## src/sv/bucketed_histogram_percentile_macros.svh

```systemverilog
// Assertion macros shared by the histogram block.
// Depends on nothing; included by bhp_ctrl, which checks its own logic.
`ifndef BUCKETED_HISTOGRAM_PERCENTILE_MACROS_SVH
`define BUCKETED_HISTOGRAM_PERCENTILE_MACROS_SVH

// Same-cycle implication, disabled during reset.
`define BHP_ASSERT_IMP(lbl, clk, rst, ante, cons, msg) \
   lbl: assert property (@(posedge clk) disable iff (rst) (ante) |-> (cons)) \
      else $error(msg);

// Next-cycle implication, disabled during reset.
`define BHP_ASSERT_NXT(lbl, clk, rst, ante, cons, msg) \
   lbl: assert property (@(posedge clk) disable iff (rst) (ante) |=> (cons)) \
      else $error(msg);

`endif

```

## src/sv/bhp_pkg.sv

```systemverilog
// Package of the bucketed histogram: widths, command and operation codes,
// request, response and status types. Depends on nothing.
`timescale 1ns / 1ps
package bhp_pkg;

   localparam int NBUCKETS = 16;
   localparam int IDX_W    = $clog2(NBUCKETS);
   localparam int VAL_W    = 64;
   localparam int PM_W     = 17;
   localparam int PROD_W   = VAL_W + PM_W;
   localparam logic [PM_W-1:0] PCT_SCALE = 17'd100000;

   localparam logic [1:0] CMD_ADD   = 2'd0;
   localparam logic [1:0] CMD_WRITE = 2'd1;
   localparam logic [1:0] CMD_CLEAR = 2'd2;
   localparam logic [1:0] CMD_QUERY = 2'd3;

   localparam int OP_W = 5;
   localparam logic [OP_W-1:0] OP_NONE     = 5'd0;
   localparam logic [OP_W-1:0] OP_LOAD     = 5'd1;
   localparam logic [OP_W-1:0] OP_FIND_RD  = 5'd2;
   localparam logic [OP_W-1:0] OP_FIND     = 5'd3;
   localparam logic [OP_W-1:0] OP_ADD_RD   = 5'd4;
   localparam logic [OP_W-1:0] OP_ADD_WR   = 5'd5;
   localparam logic [OP_W-1:0] OP_SUM_RD   = 5'd6;
   localparam logic [OP_W-1:0] OP_SUM      = 5'd7;
   localparam logic [OP_W-1:0] OP_AVG_GO   = 5'd8;
   localparam logic [OP_W-1:0] OP_AVG_WAIT = 5'd9;
   localparam logic [OP_W-1:0] OP_TGT      = 5'd10;
   localparam logic [OP_W-1:0] OP_TGT_LD   = 5'd11;
   localparam logic [OP_W-1:0] OP_PW_RD    = 5'd12;
   localparam logic [OP_W-1:0] OP_PW_ACC   = 5'd13;
   localparam logic [OP_W-1:0] OP_PW_MUL   = 5'd14;
   localparam logic [OP_W-1:0] OP_PW_CMP   = 5'd15;
   localparam logic [OP_W-1:0] OP_PMAX     = 5'd16;
   localparam logic [OP_W-1:0] OP_PL_RD    = 5'd17;
   localparam logic [OP_W-1:0] OP_PR_RD    = 5'd18;
   localparam logic [OP_W-1:0] OP_PM_SC    = 5'd19;
   localparam logic [OP_W-1:0] OP_PNUM     = 5'd20;
   localparam logic [OP_W-1:0] OP_PDEN     = 5'd21;
   localparam logic [OP_W-1:0] OP_PDIV_GO  = 5'd22;
   localparam logic [OP_W-1:0] OP_PFIN     = 5'd23;
   localparam logic [OP_W-1:0] OP_OUT      = 5'd24;

   typedef struct packed {
      logic [1:0]       command;
      logic [VAL_W-1:0] sample_value;
      logic [3:0]       bucket_index;
      logic [PM_W-1:0]  percentile_milli;
   } req_type;

   typedef struct packed {
      logic [VAL_W-1:0] event_count;
      logic [VAL_W-1:0] average_value;
      logic [VAL_W-1:0] max_value;
      logic [VAL_W-1:0] percentile_value;
   } rsp_type;

   typedef struct packed {
      logic find_hit;
      logic sum_last;
      logic count_zero;
      logic bkt_zero;
      logic pct_hit;
      logic pct_last;
      logic c_zero;
      logic div_done;
   } dp_status_type;

endpackage

```

## src/sv/bhp_ctrl.sv

```systemverilog
// Controller of the histogram: sequences adds, queries, bound writes, clears
// and the result handshake. Depends on bhp_pkg and the assertion macro header.
`timescale 1ns / 1ps
`include "bucketed_histogram_percentile_macros.svh"
module bhp_ctrl (
   input  logic                       clock,
   input  logic                       reset,
   input  logic                       req_valid,
   output logic                       req_ready,
   input  logic [1:0]                 req_command,
   output logic                       rsp_valid,
   input  logic                       rsp_ready,
   input  bhp_pkg::dp_status_type     status,
   output logic [bhp_pkg::OP_W-1:0]   op
);
   import bhp_pkg::*;

   localparam logic [4:0] S_IDLE      = 5'd0;
   localparam logic [4:0] S_FIND_RD   = 5'd1;
   localparam logic [4:0] S_FIND      = 5'd2;
   localparam logic [4:0] S_ADD_RD    = 5'd3;
   localparam logic [4:0] S_ADD_WR    = 5'd4;
   localparam logic [4:0] S_SUM_RD    = 5'd5;
   localparam logic [4:0] S_SUM       = 5'd6;
   localparam logic [4:0] S_AVG_GO    = 5'd7;
   localparam logic [4:0] S_AVG_WAIT  = 5'd8;
   localparam logic [4:0] S_TGT       = 5'd9;
   localparam logic [4:0] S_TGT_LD    = 5'd10;
   localparam logic [4:0] S_PW_RD     = 5'd11;
   localparam logic [4:0] S_PW_ACC    = 5'd12;
   localparam logic [4:0] S_PW_MUL    = 5'd13;
   localparam logic [4:0] S_PW_CMP    = 5'd14;
   localparam logic [4:0] S_PMAX      = 5'd15;
   localparam logic [4:0] S_PL_RD     = 5'd16;
   localparam logic [4:0] S_PR_RD     = 5'd17;
   localparam logic [4:0] S_PM_SC     = 5'd18;
   localparam logic [4:0] S_PNUM      = 5'd19;
   localparam logic [4:0] S_PDEN      = 5'd20;
   localparam logic [4:0] S_PDIV_GO   = 5'd21;
   localparam logic [4:0] S_PDIV_WAIT = 5'd22;
   localparam logic [4:0] S_PFIN      = 5'd23;
   localparam logic [4:0] S_OUT       = 5'd24;

   logic [4:0] state_ff;
   logic [4:0] state_in;
   logic       is_query_ff;
   logic       is_query_in;
   logic       rsp_valid_ff;
   logic       rsp_valid_in;
   logic       accept;
   logic       out_load;

   assign req_ready = (state_ff == S_IDLE);
   assign accept    = req_valid && req_ready;
   assign out_load  = (state_ff == S_OUT) && (!rsp_valid_ff || rsp_ready);

   always_comb begin
      state_in    = state_ff;
      is_query_in = is_query_ff;
      op          = OP_NONE;
      unique case (state_ff)
         S_IDLE: begin
            if (accept) begin
               op          = OP_LOAD;
               is_query_in = (req_command == CMD_QUERY);
               if ((req_command == CMD_ADD) || (req_command == CMD_QUERY)) begin
                  state_in = S_FIND_RD;
               end
            end
         end
         S_FIND_RD: begin
            op       = OP_FIND_RD;
            state_in = S_FIND;
         end
         S_FIND: begin
            op = OP_FIND;
            if (status.find_hit) begin
               state_in = is_query_ff ? S_SUM_RD : S_ADD_RD;
            end
         end
         S_ADD_RD: begin
            op       = OP_ADD_RD;
            state_in = S_ADD_WR;
         end
         S_ADD_WR: begin
            op       = OP_ADD_WR;
            state_in = S_IDLE;
         end
         S_SUM_RD: begin
            op       = OP_SUM_RD;
            state_in = S_SUM;
         end
         S_SUM: begin
            op = OP_SUM;
            if (status.sum_last) begin
               state_in = S_AVG_GO;
            end
         end
         S_AVG_GO: begin
            op       = OP_AVG_GO;
            state_in = status.count_zero ? S_TGT : S_AVG_WAIT;
         end
         S_AVG_WAIT: begin
            op = OP_AVG_WAIT;
            if (status.div_done) begin
               state_in = S_TGT;
            end
         end
         S_TGT: begin
            op       = OP_TGT;
            state_in = status.bkt_zero ? S_PMAX : S_TGT_LD;
         end
         S_TGT_LD: begin
            op       = OP_TGT_LD;
            state_in = S_PW_RD;
         end
         S_PW_RD: begin
            op       = OP_PW_RD;
            state_in = S_PW_ACC;
         end
         S_PW_ACC: begin
            op       = OP_PW_ACC;
            state_in = S_PW_MUL;
         end
         S_PW_MUL: begin
            op       = OP_PW_MUL;
            state_in = S_PW_CMP;
         end
         S_PW_CMP: begin
            op = OP_PW_CMP;
            priority if (status.pct_hit) begin
               state_in = S_PL_RD;
            end else if (status.pct_last) begin
               state_in = S_PMAX;
            end else begin
               state_in = S_PW_RD;
            end
         end
         S_PMAX: begin
            op       = OP_PMAX;
            state_in = S_OUT;
         end
         S_PL_RD: begin
            op       = OP_PL_RD;
            state_in = S_PR_RD;
         end
         S_PR_RD: begin
            op       = OP_PR_RD;
            state_in = S_PM_SC;
         end
         S_PM_SC: begin
            op       = OP_PM_SC;
            state_in = S_PNUM;
         end
         S_PNUM: begin
            op       = OP_PNUM;
            state_in = S_PDEN;
         end
         S_PDEN: begin
            op       = OP_PDEN;
            state_in = status.c_zero ? S_PFIN : S_PDIV_GO;
         end
         S_PDIV_GO: begin
            op       = OP_PDIV_GO;
            state_in = S_PDIV_WAIT;
         end
         S_PDIV_WAIT: begin
            if (status.div_done) begin
               state_in = S_PFIN;
            end
         end
         S_PFIN: begin
            op       = OP_PFIN;
            state_in = S_OUT;
         end
         S_OUT: begin
            if (out_load) begin
               op       = OP_OUT;
               state_in = S_IDLE;
            end
         end
         default: state_in = S_IDLE;
      endcase
   end

   always_comb begin
      rsp_valid_in = rsp_valid_ff;
      if (out_load) begin
         rsp_valid_in = 1'b1;
      end else if (rsp_ready) begin
         rsp_valid_in = 1'b0;
      end
   end

   always_ff @(posedge clock) begin
      if (reset) begin
         state_ff     <= S_IDLE;
         is_query_ff  <= 1'b0;
         rsp_valid_ff <= 1'b0;
      end else begin
         state_ff     <= state_in;
         is_query_ff  <= is_query_in;
         rsp_valid_ff <= rsp_valid_in;
      end
   end

   assign rsp_valid = rsp_valid_ff;

   `BHP_ASSERT_IMP(a_div_done_in_wait, clock, reset, status.div_done, (state_ff == S_AVG_WAIT) || (state_ff == S_PDIV_WAIT), "Divider finished outside a wait state")
   `BHP_ASSERT_NXT(a_short_cmd_idle, clock, reset, accept && ((req_command == CMD_WRITE) || (req_command == CMD_CLEAR)), state_ff == S_IDLE, "Write or clear request left the idle state")
   `BHP_ASSERT_NXT(a_out_sets_valid, clock, reset, out_load, rsp_valid_ff && (state_ff == S_IDLE), "Result load did not raise the response valid")

endmodule

```

## config.mk

```make
export PLATFORM = sky130hd
export DESIGN_NAME = bhp_ctrl
export DESIGN_NICKNAME = d
export VERILOG_FILES = /design/src/sv/bhp_pkg.sv /design/src/sv/bhp_ctrl.sv
export VERILOG_INCLUDE_DIRS = /design/src /design/src/sv
export SDC_FILE = /design/constraint.sdc
export NUM_CORES = 1
export LEC_CHECK = 0
export BUFFER_PORTS_ARGS = -buffer_cell sky130_fd_sc_hd__buf_4
export CAP_MARGIN = 20
export CORE_MARGIN = 2
export CORE_UTILIZATION = 30
export DETAILED_ROUTE_END_ITERATION = 12
export GPL_ROUTABILITY_DRIVEN = 0
export SETUP_SLACK_MARGIN = 0.02
export SLEW_MARGIN = 20
export SYNTH_ARGS = -nofsm -noshare
export SYNTH_HDL_FRONTEND = slang
export SYNTH_SLANG_ARGS = --single-unit
```

## constraint.sdc

```tcl
create_clock -name clock -period 1.7 [get_ports clock]
set_input_delay 0.17 -clock clock [delete_from_list [all_inputs] [get_ports clock]]
set_output_delay 0.17 -clock clock [all_outputs]
set_load 0.05 [all_outputs]
```

==> flow_summary.yaml <==
clock_tree:
  cts_max_level: 1
  cts_tree: "built"
  clk_path_buf_depth: 2
  clk_pin_slew_worst_paths_ns: 0.06
  cts-buffers-inserted: 3
  root_buffer: "clkbuf_4"
  ctsHoldBuffers: 0
  clk_latency_ns: 0.27
  clock-sinks: 7
synth:
  synth_cells: 113
  synth-seq-cells: 7
  synth_top_cell_by_area: "dfxtp_1"
  synthArstFlopShare_pct: 0
  synth_edf_count: 0
  ys.flop_type: "dfxtp_1"
  synth_cell_types: 43
  syn-num-nets: 128
  synth_area_leaders: "dfxtp_1 17%, a21oi_1 7.5%, o21ai_0 6.2%"
  ys_seq_area_share_pct: 17.42
  ys_warn_count: 0
  synth_top_area_share_pct: 17.42
  synth_area_um2: 804.5
  synth_area_per_cell_um2: 7.120
final_layout:
  synthToLayoutAreaGrowth_pct: 73.10
  utilization_pct: 55.71
  drive_gt1_share_pct: 49.67
  antenna_cells: 0
  final_area_um2: 1393
  fin_nets: 169
sta:
  fin_ws_ns: -0.02803
  rsz0062_at_grt: "yes"
  max_slew_margin_pct: 75.76
  finClkSkew_ns: 0.01763
  worst_slew_pin_slew_ns: 0.3609
  min_period_over_period_pct: 101.6
  finalCriticalPeriod_ns: 1.728
  fmax_mhz: 578.7
  finalSetupViolCount: 5
  slew_viol_final: 0
  hold_viol_final: 0
floorplan:
  dieArea_um2: 3112
  initial_utilization_pct: 32.18
  row_count: 18
  die_w_um: 55.79
  die_h_um: 55.79
  ios: 21
  coreArea_um2: 2500
setup_path:
  reg2regPathDepth: 5
  crit_start: "state_ff[4]"
  required_ns: 1.88
  reg2reg_slack_ns: -0.03
  cp-start-kind: "register"
  cp.arrival_ns: 1.91
  endpoint_kind: "register"
  criticalPathCategory: "reg -> reg"
  cp_max_fo: 5
  rr_startpoint: "state_ff[4]"
  rr_endpoint: "state_ff[1]"
  crit_end: "state_ff[1]"
power_and_ir_drop:
  p_per_area_nw_per_um2: 850.6
  leakagePower_nw: 0.5680
  peakVddDrop_mv: 0.5161
drt:
  avgRoutedWirePerCell_um: 15.77
  drt_pass1_iterations: 4
  vias: 1030
  drtIter0Drc: 39
  avgViaCountPerCell: 5.628
  drc_errors: 0
  ant_nets: 0
  wirelength_um: 2886
global_routing:
  grt_max_degree: 13
  antenna_found_initial: 0
  grt_pass1_wl_um: 4671
  overflow: 0
  grt_pass1_vias: 1015
  grtUsageTotal_pct: 18.92
worst_hold_path:
  hold_class: "in -> reg"
placement:
  dp_slack_ns: -0.04805
  port_buffers: 20
  dp_hpwl_um: 1873
  dpl-instance-area_um2: 1161
run_status:
  violations: "setup timing"
  outcome: "complete, but fails checks"
job:
  drv_cap: 0
[Yosys cell counts, types with 2 or more instances]
cell,instances
a211oi_2,2
a21oi_1,12
and3_1,3
buf_2,4
clkbuf_1,6
dfxtp_1,7
inv_1,3
inv_2,2
mux2i_1,4
nand2_1,9
nand2b_1,2
nand3_1,2
nor2_1,10
nor2b_1,3
nor3_1,4
o21ai_0,10
o32ai_1,2
or3_1,2
or4b_1,2
[flip-flops by register name (all words and copies together), names as in the netlist]
signal       cells
is_query_ff      1
rsp_valid        1
state_ff         5
[logic make-up after synthesis]
family          after synthesis  share of synthesized area [%]
simple gates                 44                          31.42
compound gates               41                          35.93
buf+inv                      15                          7.621
flops                         7                          17.42
mux                           4                          4.977
xor+xnor                      1                          1.089
fa+ha+maj                     1                          1.555
[layout make-up]
| type | count | area [um2] |
|---|---|---|
| clock buffer | 4 | 26.28 |
| fill | 230 | 1107 |
| inverter | 5 | 18.77 |
| multi-input combinational | 91 | 723.2 |
| sequential | 7 | 148.9 |
| tap | 30 | 37.54 |
| timing repair buffer | 46 | 437.9 |
[per-stage QoR]
step	hold WS [ns]	cells	setup TNS, ns	power (mW)
CTS	0.1228	183	0	1.133
detailed placement	0.4042	172	-0.09471	0.8662
floorplan	0.2391	113	-0.1281	0.6400
finish	0.1260	183	-0.05696	1.185
global route	0.1190	183	-0.7078	1.248
global placement	0.3946	172	-0.03756	0.8621
[power by group]
part | switching [mW] | leakage (nW) | internal (mW)
clock | 0.0731 | 0.0150 | 0.0903
combinational | 0.439 | 0.494 | 0.384
sequential | 0.0169 | 0.0594 | 0.181
[worst max-delay path, cell delays in order (launching register included)]
cell and delay (ns):
dfxtp_2 0.35, or4b_4 0.56, a211oi_4 0.29, nor4_4 0.08
buf_4 0.16, o32ai_1 0.20
[worst min-delay path by stage]
| stage | startpoint | end | slack, ns | depth (start not counted) |
|---|---|---|---|---|
| 2_1_floorplan | reset | rsp_valid | 0.24 | 1 |
| 3_3_place_gp | reset | rsp_valid | 0.39 | 2 |
| 3_5_place_dp | reset | state_ff[3] | 0.40 | 2 |
| 4_1_cts | reset | state_ff[4] | 0.12 | 2 |
| 5_1_grt | reset | state_ff[4] | 0.12 | 2 |
| 6_report | reset | state_ff[4] | 0.13 | 2 |
[metal layers]
| layer | global-route usage (%) | wire, um | vias to the layer above |
|---|---|---|---|
| met1 | 24.05 | 1240 | 486 |
| met2 | 32.31 | 1483 | 33 |
| met4 | 6.620 | 24 | 0 |
| met3 | 2.791 | 138 | 3 |
| li1 | - | - | 508 |
| met5 | 0 | 0 | - |
[timing repair]
action / CTS / global route
resized for setup: 29 / 11
gates cloned: 1 / 0
pin swaps: 9 / 2
setup endpoints to repair: 9 / 11
buffers inserted: 6 / 0
[placed cells by master, fill, tap and decap left out, types with 2 or more instances in the layout]
master	Yosys	final
and3_1	3	3
a21oi_1	12	10
nor3_4	0	2
mux2i_1	4	4
inv_2	2	2
dfxtp_2	0	4
a2111oi_4	0	2
buf_6	0	16
nor2b_1	3	3
o21ai_2	0	2
nor3_1	4	2
nand2_1	9	7
o21ai_1	0	2
nand3_1	2	2
clkbuf_4	0	3
dfxtp_1	7	2
or4b_4	0	2
inv_1	3	3
o21ai_0	10	6
nand2_2	0	2
nand2b_1	2	2
nor2_1	10	9
buf_4	0	28
(Power assumes the default switching activity.)
